===== src/rtl/cbq_pkg.sv =====
// Shared types, constants, coefficient table and helpers of the cascaded biquad filter.
package cbq_pkg;

  // Parameter defaults and limits
  localparam int NUM_SECTIONS_DEF   = 9;
  localparam int COEF_FRAC_BITS_DEF = 22;
  localparam int MAX_SECTIONS       = 16;
  localparam int SEC_IDX_W          = 4;

  // Data formats: samples Q1.15, internal signals Q12.20, table Q2.22
  localparam int SAMPLE_W = 16;
  localparam int SIG_W    = 32;
  localparam int SIG_FRAC = 20;
  localparam int ROM_W    = 24;
  localparam int ROM_FRAC = 22;
  // Largest table magnitude is below 2^23, so a shift of up to eight stays in 32 bits
  localparam int COEF_W   = 32;
  localparam int PROD_W   = COEF_W + SIG_W;
  localparam int ACC_W    = 64;

  typedef struct packed {
    logic signed [ROM_W-1:0] g;
    logic signed [ROM_W-1:0] a1;
    logic signed [ROM_W-1:0] a2;
    logic signed [ROM_W-1:0] b1;
    logic signed [ROM_W-1:0] b2;
  } coef_set_t;

  localparam logic signed [ROM_W-1:0] ONE_Q22 = 24'sd4194304;

  // Section coefficients; sections beyond the ninth pass their input through
  localparam coef_set_t COEF_ROM [MAX_SECTIONS] = '{
    '{ 24'sd2205485, -24'sd8359889, 24'sd4182745, -24'sd8373168, ONE_Q22},
    '{ 24'sd4131993, -24'sd8248215, 24'sd4075524, -24'sd8378531, ONE_Q22},
    '{ 24'sd7507566, -24'sd3712798, 24'sd0,       -ONE_Q22,      24'sd0},
    '{ 24'sd3273846, -24'sd8323771, 24'sd4187882, -24'sd8331592, ONE_Q22},
    '{ 24'sd3273846, -24'sd8332133, 24'sd4188332, -24'sd8336789, ONE_Q22},
    '{ 24'sd6826301, -24'sd8276275, 24'sd4135949, -24'sd8334252, ONE_Q22},
    '{ 24'sd3273846, -24'sd8157513, 24'sd4187996, -24'sd8166437, ONE_Q22},
    '{ 24'sd3273846, -24'sd8173457, 24'sd4188218, -24'sd8176766, ONE_Q22},
    '{ 24'sd6826301, -24'sd8114816, 24'sd4135949, -24'sd8171662, ONE_Q22},
    '{ ONE_Q22, 24'sd0, 24'sd0, 24'sd0, 24'sd0},
    '{ ONE_Q22, 24'sd0, 24'sd0, 24'sd0, 24'sd0},
    '{ ONE_Q22, 24'sd0, 24'sd0, 24'sd0, 24'sd0},
    '{ ONE_Q22, 24'sd0, 24'sd0, 24'sd0, 24'sd0},
    '{ ONE_Q22, 24'sd0, 24'sd0, 24'sd0, 24'sd0},
    '{ ONE_Q22, 24'sd0, 24'sd0, 24'sd0, 24'sd0},
    '{ ONE_Q22, 24'sd0, 24'sd0, 24'sd0, 24'sd0}
  };

  // Rescale a table entry to the chosen number of fraction bits (round half up)
  function automatic logic signed [COEF_W-1:0] coef_scale(input logic signed [ROM_W-1:0] c,
                                                           input int cfb);
    logic signed [63:0] wide;
    wide = 64'(c);
    if (cfb >= ROM_FRAC) begin
      wide = wide <<< (cfb - ROM_FRAC);
    end else begin
      wide = (wide + (64'sd1 <<< (ROM_FRAC - cfb - 1))) >>> (ROM_FRAC - cfb);
    end
    return COEF_W'(wide);
  endfunction

  typedef enum logic [3:0] {
    ST_IDLE,
    ST_G,
    ST_A1,
    ST_A2,
    ST_B1,
    ST_B2,
    ST_Y,
    ST_X,
    ST_OUT
  } state_t;

  typedef enum logic [2:0] {
    COEF_G,
    COEF_A1,
    COEF_A2,
    COEF_B1,
    COEF_B2
  } coef_sel_t;

  typedef enum logic [1:0] {
    SIG_X,
    SIG_RD,
    SIG_W1,
    SIG_W2
  } sig_sel_t;

  typedef enum logic [2:0] {
    ACC_HOLD,
    ACC_LOAD,
    ACC_SUB,
    ACC_ADD_W,
    ACC_ADD
  } acc_op_t;

  typedef enum logic {
    WORD_W1,
    WORD_W2
  } word_t;

  typedef struct packed {
    logic                 load_in;
    logic [SEC_IDX_W-1:0] sec;
    logic                 rd_en;
    word_t                rd_word;
    logic                 cap_w1;
    logic                 cap_w2;
    logic                 mul_en;
    coef_sel_t            coef_sel;
    sig_sel_t             sig_sel;
    acc_op_t              acc_op;
    logic                 wr_en;
    word_t                wr_word;
    logic                 x_update;
    logic                 out_load;
  } cmd_t;

  typedef struct packed {
    logic out_free;
  } status_t;

endpackage


===== src/rtl/cascaded_biquad_iir_filter.sv =====
// Top level of the cascaded biquad IIR filter: sequencer plus datapath.
//
// Filters signed Q1.15 samples through NUM_SECTIONS direct-form-II sections
// (eight second order, the third first order) with one sample in flight at a
// time. A sample's result is loaded into the output register after its last
// section, and a new sample is not accepted before that load: every section
// steps through the states G, A1, A2, B1, B2, Y and X on one shared 32x32
// multiplier doing five products, with the two delay words read through the
// single read port of the delay RAM. A new sample is accepted the cycle after
// the previous result has been loaded into the output register, even while
// that result still waits to be taken; the sequencer then holds its finished
// result until the output register is free, so output stalls delay both the
// load and the acceptance of the next sample. The delay words are marked
// unwritten at reset and read as zero until first written, so no clearing pass
// is needed. Internal signals are Q12.20 and saturate per section; the
// saturated flag reports clipping of the final 16-bit output only.
module cascaded_biquad_iir_filter #(
  parameter int NUM_SECTIONS   = cbq_pkg::NUM_SECTIONS_DEF,
  parameter int COEF_FRAC_BITS = cbq_pkg::COEF_FRAC_BITS_DEF
) (
  input  logic                                clk,
  input  logic                                rst,
  input  logic                                in_valid,
  output logic                                in_stall,
  input  logic signed [cbq_pkg::SAMPLE_W-1:0] sample_in,
  output logic                                out_valid,
  input  logic                                out_stall,
  output logic signed [cbq_pkg::SAMPLE_W-1:0] sample_out,
  output logic                                saturated
);
  import cbq_pkg::*;

  cmd_t    cmd;
  status_t status;

  cbq_ctrl #(
    .NUM_SECTIONS(NUM_SECTIONS)
  ) u_ctrl (
    .clk     (clk),
    .rst     (rst),
    .in_valid(in_valid),
    .in_stall(in_stall),
    .status  (status),
    .cmd     (cmd)
  );

  cbq_datapath #(
    .NUM_SECTIONS  (NUM_SECTIONS),
    .COEF_FRAC_BITS(COEF_FRAC_BITS)
  ) u_datapath (
    .clk       (clk),
    .rst       (rst),
    .cmd       (cmd),
    .status    (status),
    .sample_in (sample_in),
    .out_valid (out_valid),
    .out_stall (out_stall),
    .sample_out(sample_out),
    .saturated (saturated)
  );

endmodule


===== src/rtl/cbq_ram.sv =====
// Generic simple dual-port RAM: one write port, one registered read port.
module cbq_ram #(
  parameter int WIDTH = 32,
  parameter int DEPTH = 18
) (
  input  logic                                   clk,
  input  logic                                   wr_en,
  input  logic [(DEPTH > 1 ? $clog2(DEPTH) : 1)-1:0] wr_addr,
  input  logic [WIDTH-1:0]                       wr_data,
  input  logic                                   rd_en,
  input  logic [(DEPTH > 1 ? $clog2(DEPTH) : 1)-1:0] rd_addr,
  output logic [WIDTH-1:0]                       rd_data
);

  logic [WIDTH-1:0] mem [DEPTH];

  // Write and registered read
  always_ff @(posedge clk) begin
    if (wr_en) begin
      mem[wr_addr] <= wr_data;
    end
    if (rd_en) begin
      rd_data <= mem[rd_addr];
    end
  end

endmodule


===== src/rtl/cbq_ctrl.sv =====
// Sequencer that steps the shared multiply-accumulate datapath through each section.
module cbq_ctrl #(
  parameter int NUM_SECTIONS = cbq_pkg::NUM_SECTIONS_DEF
) (
  input  logic            clk,
  input  logic            rst,
  input  logic            in_valid,
  output logic            in_stall,
  input  cbq_pkg::status_t status,
  output cbq_pkg::cmd_t    cmd
);
  import cbq_pkg::*;

  localparam int SEC_W = (NUM_SECTIONS > 1) ? $clog2(NUM_SECTIONS) : 1;
  localparam logic [SEC_W-1:0] LAST_SEC = SEC_W'(NUM_SECTIONS - 1);

  state_t           state, state_next;
  logic [SEC_W-1:0] sec, sec_next;
  logic             in_take;

  assign in_stall = (state != ST_IDLE);
  assign in_take  = in_valid && !in_stall;

  // State and section counter
  always_ff @(posedge clk) begin
    if (rst) begin
      state <= ST_IDLE;
      sec   <= '0;
    end else begin
      state <= state_next;
      sec   <= sec_next;
    end
  end

  // Next state
  always_comb begin
    state_next = state;
    sec_next   = sec;
    unique case (state)
      ST_IDLE: begin
        if (in_take) begin
          state_next = ST_G;
          sec_next   = '0;
        end
      end
      ST_G:  state_next = ST_A1;
      ST_A1: state_next = ST_A2;
      ST_A2: state_next = ST_B1;
      ST_B1: state_next = ST_B2;
      ST_B2: state_next = ST_Y;
      ST_Y:  state_next = ST_X;
      ST_X: begin
        if (sec == LAST_SEC) begin
          state_next = ST_OUT;
        end else begin
          state_next = ST_G;
          sec_next   = sec + SEC_W'(1);
        end
      end
      ST_OUT: begin
        if (status.out_free) begin
          state_next = ST_IDLE;
        end
      end
      default: state_next = ST_IDLE;
    endcase
  end

  // Datapath commands
  always_comb begin
    cmd          = '0;
    cmd.sec      = SEC_IDX_W'(sec);
    cmd.rd_word  = WORD_W1;
    cmd.wr_word  = WORD_W1;
    cmd.coef_sel = COEF_G;
    cmd.sig_sel  = SIG_X;
    cmd.acc_op   = ACC_HOLD;
    unique case (state)
      ST_IDLE: begin
        cmd.load_in = in_take;
      end
      ST_G: begin
        cmd.rd_en    = 1'b1;
        cmd.rd_word  = WORD_W1;
        cmd.mul_en   = 1'b1;
        cmd.coef_sel = COEF_G;
        cmd.sig_sel  = SIG_X;
      end
      ST_A1: begin
        cmd.rd_en    = 1'b1;
        cmd.rd_word  = WORD_W2;
        cmd.cap_w1   = 1'b1;
        cmd.mul_en   = 1'b1;
        cmd.coef_sel = COEF_A1;
        cmd.sig_sel  = SIG_RD;
        cmd.acc_op   = ACC_LOAD;
      end
      ST_A2: begin
        cmd.cap_w2   = 1'b1;
        cmd.mul_en   = 1'b1;
        cmd.coef_sel = COEF_A2;
        cmd.sig_sel  = SIG_RD;
        cmd.acc_op   = ACC_SUB;
      end
      ST_B1: begin
        cmd.mul_en   = 1'b1;
        cmd.coef_sel = COEF_B1;
        cmd.sig_sel  = SIG_W1;
        cmd.acc_op   = ACC_SUB;
      end
      ST_B2: begin
        cmd.mul_en   = 1'b1;
        cmd.coef_sel = COEF_B2;
        cmd.sig_sel  = SIG_W2;
        cmd.acc_op   = ACC_ADD_W;
        cmd.wr_en    = 1'b1;
        cmd.wr_word  = WORD_W2;
      end
      ST_Y: begin
        cmd.acc_op  = ACC_ADD;
        cmd.wr_en   = 1'b1;
        cmd.wr_word = WORD_W1;
      end
      ST_X: begin
        cmd.x_update = 1'b1;
      end
      ST_OUT: begin
        cmd.out_load = status.out_free;
      end
      default: cmd = '0;
    endcase
  end

endmodule


===== src/rtl/cbq_datapath.sv =====
// Datapath: delay store, shared multiplier, accumulator and output register.
module cbq_datapath #(
  parameter int NUM_SECTIONS   = cbq_pkg::NUM_SECTIONS_DEF,
  parameter int COEF_FRAC_BITS = cbq_pkg::COEF_FRAC_BITS_DEF
) (
  input  logic                                 clk,
  input  logic                                 rst,
  input  cbq_pkg::cmd_t                        cmd,
  output cbq_pkg::status_t                     status,
  input  logic signed [cbq_pkg::SAMPLE_W-1:0]  sample_in,
  output logic                                 out_valid,
  input  logic                                 out_stall,
  output logic signed [cbq_pkg::SAMPLE_W-1:0]  sample_out,
  output logic                                 saturated
);
  import cbq_pkg::*;

  localparam int DEPTH  = 2 * NUM_SECTIONS;
  localparam int ADDR_W = $clog2(DEPTH);
  localparam int IN_SHIFT  = SIG_FRAC - (SAMPLE_W - 1);
  localparam int OUT_W     = SIG_W + 1 - IN_SHIFT;
  localparam logic signed [SIG_W-1:0] SIG_MAX = {1'b0, {(SIG_W-1){1'b1}}};
  localparam logic signed [SIG_W-1:0] SIG_MIN = {1'b1, {(SIG_W-1){1'b0}}};
  localparam logic signed [OUT_W-1:0] OUT_MAX = OUT_W'(2 ** (SAMPLE_W - 1) - 1);
  localparam logic signed [OUT_W-1:0] OUT_MIN = -OUT_W'(2 ** (SAMPLE_W - 1));

  function automatic logic signed [SIG_W-1:0] sat_sig(input logic signed [ACC_W-1:0] v);
    if (v > ACC_W'(SIG_MAX)) begin
      return SIG_MAX;
    end else if (v < ACC_W'(SIG_MIN)) begin
      return SIG_MIN;
    end
    return SIG_W'(v);
  endfunction

  logic signed [SIG_W-1:0]  x_reg, w1_reg, w2_reg, w_reg;
  logic signed [COEF_W-1:0] coef_op;
  logic signed [SIG_W-1:0]  sig_op;
  logic signed [PROD_W-1:0] prod;
  logic signed [PROD_W:0]   prod_biased;
  logic signed [ACC_W-1:0]  prod_rnd;
  logic signed [ACC_W-1:0]  acc;
  logic signed [SIG_W-1:0]  acc_sat;
  logic [DEPTH-1:0]         written;
  logic                     rd_valid;
  logic [SIG_W-1:0]         rd_data;
  logic signed [SIG_W-1:0]  rd_word;
  logic [ADDR_W-1:0]        rd_addr, wr_addr;
  logic [SIG_W-1:0]         wr_data;
  coef_set_t                coefs;
  logic signed [SIG_W:0]    out_biased;
  logic signed [OUT_W-1:0]  out_round;

  // Delay store addressing: entry 2k is w1, entry 2k+1 is w2
  assign rd_addr = ADDR_W'({cmd.sec, cmd.rd_word == WORD_W2});
  assign wr_addr = ADDR_W'({cmd.sec, cmd.wr_word == WORD_W2});
  assign wr_data = (cmd.wr_word == WORD_W2) ? w1_reg : w_reg;

  cbq_ram #(
    .WIDTH(SIG_W),
    .DEPTH(DEPTH)
  ) u_delay_ram (
    .clk    (clk),
    .wr_en  (cmd.wr_en),
    .wr_addr(wr_addr),
    .wr_data(wr_data),
    .rd_en  (cmd.rd_en),
    .rd_addr(rd_addr),
    .rd_data(rd_data)
  );

  // Track which delay words hold data; unwritten words read as zero
  always_ff @(posedge clk) begin
    if (rst) begin
      written  <= '0;
      rd_valid <= 1'b0;
    end else begin
      if (cmd.wr_en) begin
        written[wr_addr] <= 1'b1;
      end
      if (cmd.rd_en) begin
        rd_valid <= written[rd_addr];
      end
    end
  end

  assign rd_word = rd_valid ? $signed(rd_data) : '0;

  // Operand selection
  assign coefs = COEF_ROM[cmd.sec];
  always_comb begin
    unique case (cmd.coef_sel)
      COEF_G:  coef_op = coef_scale(coefs.g,  COEF_FRAC_BITS);
      COEF_A1: coef_op = coef_scale(coefs.a1, COEF_FRAC_BITS);
      COEF_A2: coef_op = coef_scale(coefs.a2, COEF_FRAC_BITS);
      COEF_B1: coef_op = coef_scale(coefs.b1, COEF_FRAC_BITS);
      COEF_B2: coef_op = coef_scale(coefs.b2, COEF_FRAC_BITS);
      default: coef_op = '0;
    endcase
  end

  always_comb begin
    unique case (cmd.sig_sel)
      SIG_X:   sig_op = x_reg;
      SIG_RD:  sig_op = rd_word;
      SIG_W1:  sig_op = w1_reg;
      SIG_W2:  sig_op = w2_reg;
      default: sig_op = '0;
    endcase
  end

  // Shared multiplier, registered product
  always_ff @(posedge clk) begin
    if (cmd.mul_en) begin
      prod <= coef_op * sig_op;
    end
  end

  // Round product half up to the signal format
  assign prod_biased = (PROD_W+1)'(prod) + ((PROD_W+1)'(1) <<< (COEF_FRAC_BITS - 1));
  assign prod_rnd    = ACC_W'(prod_biased >>> COEF_FRAC_BITS);
  assign acc_sat     = sat_sig(acc);

  // Accumulate and hold signal registers
  always_ff @(posedge clk) begin
    if (cmd.load_in) begin
      x_reg <= SIG_W'(sample_in) <<< IN_SHIFT;
    end else if (cmd.x_update) begin
      x_reg <= acc_sat;
    end
    if (cmd.cap_w1) begin
      w1_reg <= rd_word;
    end
    if (cmd.cap_w2) begin
      w2_reg <= rd_word;
    end
    unique case (cmd.acc_op)
      ACC_HOLD:  acc <= acc;
      ACC_LOAD:  acc <= prod_rnd;
      ACC_SUB:   acc <= acc - prod_rnd;
      ACC_ADD_W: begin
        w_reg <= acc_sat;
        acc   <= ACC_W'(acc_sat) + prod_rnd;
      end
      ACC_ADD:   acc <= acc + prod_rnd;
      default:   acc <= acc;
    endcase
  end

  // Round to Q1.15 and clip
  assign out_biased = (SIG_W+1)'(x_reg) + ((SIG_W+1)'(1) <<< (IN_SHIFT - 1));
  assign out_round  = OUT_W'(out_biased >>> IN_SHIFT);

  // Output register: load a finished transaction, drop it once taken
  always_ff @(posedge clk) begin
    if (rst) begin
      out_valid <= 1'b0;
    end else if (cmd.out_load) begin
      out_valid <= 1'b1;
    end else if (!out_stall) begin
      out_valid <= 1'b0;
    end
  end

  always_ff @(posedge clk) begin
    if (cmd.out_load) begin
      if (out_round > OUT_MAX) begin
        sample_out <= SAMPLE_W'(OUT_MAX);
        saturated  <= 1'b1;
      end else if (out_round < OUT_MIN) begin
        sample_out <= SAMPLE_W'(OUT_MIN);
        saturated  <= 1'b1;
      end else begin
        sample_out <= SAMPLE_W'(out_round);
        saturated  <= 1'b0;
      end
    end
  end

  assign status.out_free = !out_valid || !out_stall;

endmodule


===== config.mk =====
export PLATFORM = sky130hd
export DESIGN_NAME = cascaded_biquad_iir_filter
export DESIGN_NICKNAME = d
export VERILOG_FILES = /design/src/rtl/cbq_pkg.sv /design/src/rtl/cascaded_biquad_iir_filter.sv /design/src/rtl/cbq_ram.sv /design/src/rtl/cbq_ctrl.sv /design/src/rtl/cbq_datapath.sv
export SDC_FILE = /design/constraint.sdc
export NUM_CORES = 2
export LEC_CHECK = 0
export BUFFER_PORTS_ARGS = -buffer_cell sky130_fd_sc_hd__buf_2
export CAP_MARGIN = 0
export CORE_ASPECT_RATIO = 0.6
export CORE_MARGIN = 2
export CORE_UTILIZATION = 50
export CTS_CLUSTER_DIAMETER = 100
export DETAILED_ROUTE_END_ITERATION = 6
export PLACE_DENSITY = 0.65
export SLEW_MARGIN = 25
export SYNTH_ARGS = -nofsm -noshare
export SYNTH_HDL_FRONTEND = slang
export SYNTH_HIERARCHICAL = 1
export SYNTH_SLANG_ARGS = --single-unit

===== constraint.sdc =====
create_clock -name clk -period 13.4 [get_ports clk]
set_clock_uncertainty 0.15 [all_clocks]
set_input_delay 0 -clock clk [delete_from_list [all_inputs] [get_ports clk]]
set_output_delay 0 -clock clk [all_outputs]
set_load 0.03 [all_outputs]

-- Yosys cells after proc, flatten, opt, wreduce, memory -nomap -nowiden
Memories as Yosys holds them, arrays and structs flattened. A register that Yosys moved wholly into a read port is not among the register bits.
Cells that the tools add are included.
- add/sub/neg operators: 6
- $mul: 1
- magnitude comparators: 8
- equality and inequality tests: 24
- muxes and demuxes: 41
- bitwise operators: 2
- reductions and logical operators: 17
- operators by type and width (kind ; count):
    $pmux 64 s4 ; 1
    $mux 120 ; 2
    $mux 32 ; 7
    $pmux 32 s5 ; 1
    $pmux 32 s4 ; 1
    $add 64x23->65 const B ; 1
    $add 64x43->64 ; 1
    $gt 64x32->1 const B ; 1
    $lt 64x32->1 const B ; 1
    $mul 32x32->64 ; 1
    $sub 64x43->64 ; 1
    $add 32x43->44 ; 1
    $pmux 4 s9 ; 1
    $add 32x6->33 const B ; 1
    $pmux 6 s5 ; 1
    $gt 28x16->1 const B ; 1
    $lt 28x16->1 const B ; 1
    $mux 4 ; 6
    $or 18x18->18 ; 1
    $eq 4x3->1 const B ; 4
    $mux 16 ; 1
    $mux 1 ; 14
    $eq 3x2->1 const B ; 4
    $lt 5x6->1 const B ; 2
    30 further kinds ; 43
- register bits: 301
- memory bits (writable): 576
- bits in read-only memories: 1920
- logic and storage cells: 115
- memories kept: 2
- memories (memory ; depth ; width ; rd ports ; clocked after Yosys merged registers in ; write ports ; RTL line ; RTL):
    (name not given) ; 16 ; 120 ; 1 ; 0 ; 0 ; cbq_datapath.sv:90 ; assign coefs = COEF_ROM[cmd.sec];
    u_datapath.u_delay_ram.mem ; 18 ; 32 ; 1 ; 1 ; 1 ; cbq_ram.sv:15 ; logic [WIDTH-1:0] mem [DEPTH];

-- Depth between registers and ports, before layout
- depth after elaboration: 9
- gate-level depth with buffers: 44

-- Modules after synthesis
The synthesis kept the hierarchy.
- by module, submodules not included (module ; times used ; cells each ; area each (µm²)):
    cbq_datapath ; 1 ; 5428 ; 49686.4
    cbq_ram ; 1 ; 1051 ; 23034.6
    cbq_ctrl ; 1 ; 78 ; 618.1

-- Least setup slack after synthesis
Ideal clock, no wire load.
- kind: register to register
- from: reg u_ctrl.state[1]
- to: reg u_datapath.prod[57] (data pin)
- setup time: 258 ps
- arrival: 10576 ps
- data required time: 12992 ps
- slack: 2416 ps
- stages on the path, launching flop included: 39
- buffers on the path: 3
- clock period less this slack: 10984 ps
- path through: dfxtp_1 > buf_2 > nor3_2 > nand2b_1 > and2_1 > clkbuf_1 > clkinv_1 > ha_1 > nor2b_1 > nor2_1 > nor2_1 > clkbuf_1 > nand2_1 > inv_1 > fa_1 > fa_1 > inv_1 > fa_1 > [... 3 more ...] > fa_1 > inv_1 > fa_1 > inv_1 > fa_1 > inv_1 > fa_1 > ha_1 > a21oi_1 > o21ai_0 > nand2b_1 > a31oi_1 > a211oi_1 > a21oi_1 > nor2b_1 > a21o_1 > a21oi_1 > xnor2_1
- RTL lines (element ; RTL line ; RTL):
    from (decl) ; cbq_ctrl.sv:17 ; state_t state, state_next;
    from (signal assigned) ; cbq_ctrl.sv:30 ; state <= state_next;
    to (signal assigned) ; cbq_datapath.sv:115 ; prod <= coef_op * sig_op;
    to (decl) ; cbq_datapath.sv:39 ; logic signed [PROD_W-1:0] prod;

==> Implementation_results.wiki <==
{| class="wikitable"
! Metric !! Value
|-
| Number of global-route vias before repair || 51560
|-
| Type of element capturing the critical path || flip-flop
|-
| Number of distinct library cells after synthesis || 106
|-
| Largest fanout of any net on the critical path || 18
|-
| Area of the die || 149900 µm²
|-
| Initial antenna violation count || 8
|-
| Avg Synthesized Cell Area || 11.18 µm²
|-
| Crit-path most repeated cell || fa_1
|-
| Grt total ovfl || 0
|-
| Insertion delay to the later sink of the worst-skew pair || 0.70 ns
|-
| R2R setup slack || 1.02 ns
|-
| Iteration-0 DRC Markers || 6611
|-
| Main flop type after synthesis || edfxtp_1
|-
| Placement row count || 108
|-
| Synthesized Nets || 7748
|-
| Tightest Hold Check Type || input port to flip-flop
|-
| Chip height || 300.7 µm
|-
| Sequential share of the synthesized area || 35.91%
|-
| Post-CTS Repair Setup Buffers || 0
|-
| Most frequent cells in the layout || inv_1, fa_1, edfxtp_1, nand2_1, nor2_1
|-
| Registers with the most flip-flops || u_datapath/u_delay_ram/mem x576, u_datapath/acc x64, u_datapath/prod x43
|-
| Setup repair after global routing missed its margin || false
|-
| Max-capacitance violation count || 0
|-
| Placed Instances || 8324
|-
| Number of vias after detailed routing || 51919
|-
| Classification of the worst setup path || flip-flop to flip-flop
|-
| Data required time of the critical path || 13.70 ns
|-
| Peak per-stage delay on the critical path || 0.86 ns
|-
| Share of flip-flops with an asynchronous set or reset after synthesis || 0%
|-
| Number of antenna-violating nets in the routed design || 0
|-
| Area of the mapped netlist || 73340 µm²
|-
| Maximum number of pins on one net before global-route repair || 92
|-
| Cell Count, Final, Fillers Out || 8531
|-
| Cell type group with the largest total delay on the critical path || adder cells
|-
| H-Tree Depth || 3
|-
| EDFF count, synth || 855
|-
| Vias per cell || 6.086
|-
| Slew headroom || 20.13%
|-
| Synth Register Bits || 888
|-
| Drt pass-1 iters || 6
|-
| Max reg flops || 576
|-
| Reg clk slew, reported paths || 0.07 ns
|-
| Average wire per cell in the routed design || 27.29 µm
|-
| Count of clock tree sinks || 888
|-
| TritonCTS clock tree || built
|-
| Status || finished, final reports clean
|-
| Initial standard-cell utilization of the core || 50.53%
|-
| Largest register by flop count || u_datapath/u_delay_ram/mem
|-
| Final estimated routing congestion in global placement || 1.013
|-
| Final worst path period need || 12.38 ns
|-
| Slew at the pin closest to its max-slew limit || 1.190 ns
|-
| Port buffer count || 38
|-
| Yosys warns || 6
|-
| Crit start category || flip-flop
|-
| Period utilization || 92.40%
|-
| Cell chosen for the clock root || clkbuf_16
|-
| Utilization after layout || 54.65%
|-
| Synth area leaders || edfxtp_1, fa_1, ha_1
|-
| Net count reported at finish || 7724
|-
| Synth top area share || 35.01%
|-
| # hold bufs at CTS || 46
|-
| Total routing resource utilization after global routing || 31.48%
|-
| Most common cell after layout, fill and taps aside || inv_1
|-
| WP buf/inv || 8
|-
| Synth Instances || 6557
|-
| Master of the slowest instance on the critical path || and4_1
|-
| Peak clock frequency supported by timing || 80.77 MHz
|-
| Number of endpoints failing setup at the final stage || 0
|-
| # IOs || 39
|-
| Area of the placeable core || 145100 µm²
|-
| Die X || 498.4 µm
|-
| Total half-perimeter wirelength after legalization and detailed placement || 172400 µm
|-
| Number of buffers inserted during clock tree synthesis || 86
|-
| Number of hold violations in the final report || 0
|-
| Quantity of gates resized following cts || 0
|-
| Fraction of layout cells with a size suffix above 1 || 9.420%
|-
| Synth area leader || edfxtp_1
|-
| First-pass GRT wire length || 347100 µm
|-
| Wire length after detailed routing || 232800 µm
|-
| Area growth from synthesis to final layout || 8.136%
|-
| Final-layout fill cell count || 12474
|-
| DRC viols || 0
|-
| TNS Setup || 0 ns
|-
| Max Buffers Root-to-Sink || 3
|-
| Max-slew violation count || 0
|-
| Arrival time worst endpoint || 12.68 ns
|}
==> cell usage after synthesis, drive strengths merged (23+ instances only) <==
library cell  count
inv             959
nor4             23
mux2i           109
o21a             35
o21ai           263
mux4            112
dfxtp            33
nand3            52
a21o            123
nand2           699
a221oi           46
nand4            72
buf              81
mux2             86
o21bai           27
clkbuf          247
and3             32
fa              875
o211ai           62
o221ai           30
nor3             42
nor2b            35
xnor2           152
a21oi           218
edfxtp          855
ha              296
xor2             95
nand2b           64
nor2            487
a31oi            46
and2             88
==> worst reg2reg max path: cells and delay by family, from the launching register on <==
family / cells / cell delay (ns)
AOI/OAI and AO/OA: 9 / 2.47
DFF: 1 / 0.49
adders and majority gates: 10 / 4.70
buffers and inverters: 8 / 1.19
xor gates and xnor gates: 1 / 0.17
and+or+nand+nor: 10 / 3.02
==> cell type report <==
type                            count  area [µm²]  area share [%]
Multi-Input combinational cell   4380       42360           53.41
Sequential cell                   888       26340           33.21
Inverter                          961        3607           4.548
Tap cell                         1925        2409           3.037
Clock buffer                      100        2236           2.819
Timing Repair Buffer              216        1654           2.086
Clock inverter                     58       699.4          0.8819
Antenna cell                        3       7.507        0.009466
==> metal layers <==
metal	GRT usage, %	vias up	routed length, µm
li1	-	22069	-
met1	49.56	26544	103100
met2	41.45	2969	90870
met3	10.09	333	31780
met4	8.076	4	6964
met5	0	-	27
==> path summary, 6_finish.rpt <==
kind / from / endpoint / cells past startpoint
max: u_ctrl/state[0] / u_datapath/prod[44] / 38
min: sample_in[3] / u_datapath/x_reg[8] / 4
max reg2reg: u_ctrl/state[0] / u_datapath/prod[44] / 38
min reg2reg: u_datapath/written[10] / u_datapath/written[10] / 2
==> per-stage QoR <==
stage               setup WS, ns  cell area, µm²  hold WS [ns]
finish                     1.019           79310        0.1720
global route              0.4384           79300        0.1673
CTS                        1.127           79280        0.1035
detailed placement         1.170           75890        0.1107
global placement           1.450           75880       0.09593
floorplan                  2.416           73340      -0.07724
==> cells by family after synthesis <==
kind of cell               Yosys count  synth area share, %
and+or+nand+nor                   1678                10.41
buffers and inverters             1289                6.821
adders and majority gates         1171                28.93
AOI/OAI and AO/OA                  977                8.716
DFF                                888                35.91
muxes                              307                6.248
xor gates and xnor gates           247                2.960
Power is not shown: default switching activity piles up to over one toggle a cycle in this logic, so the estimate is an artifact.
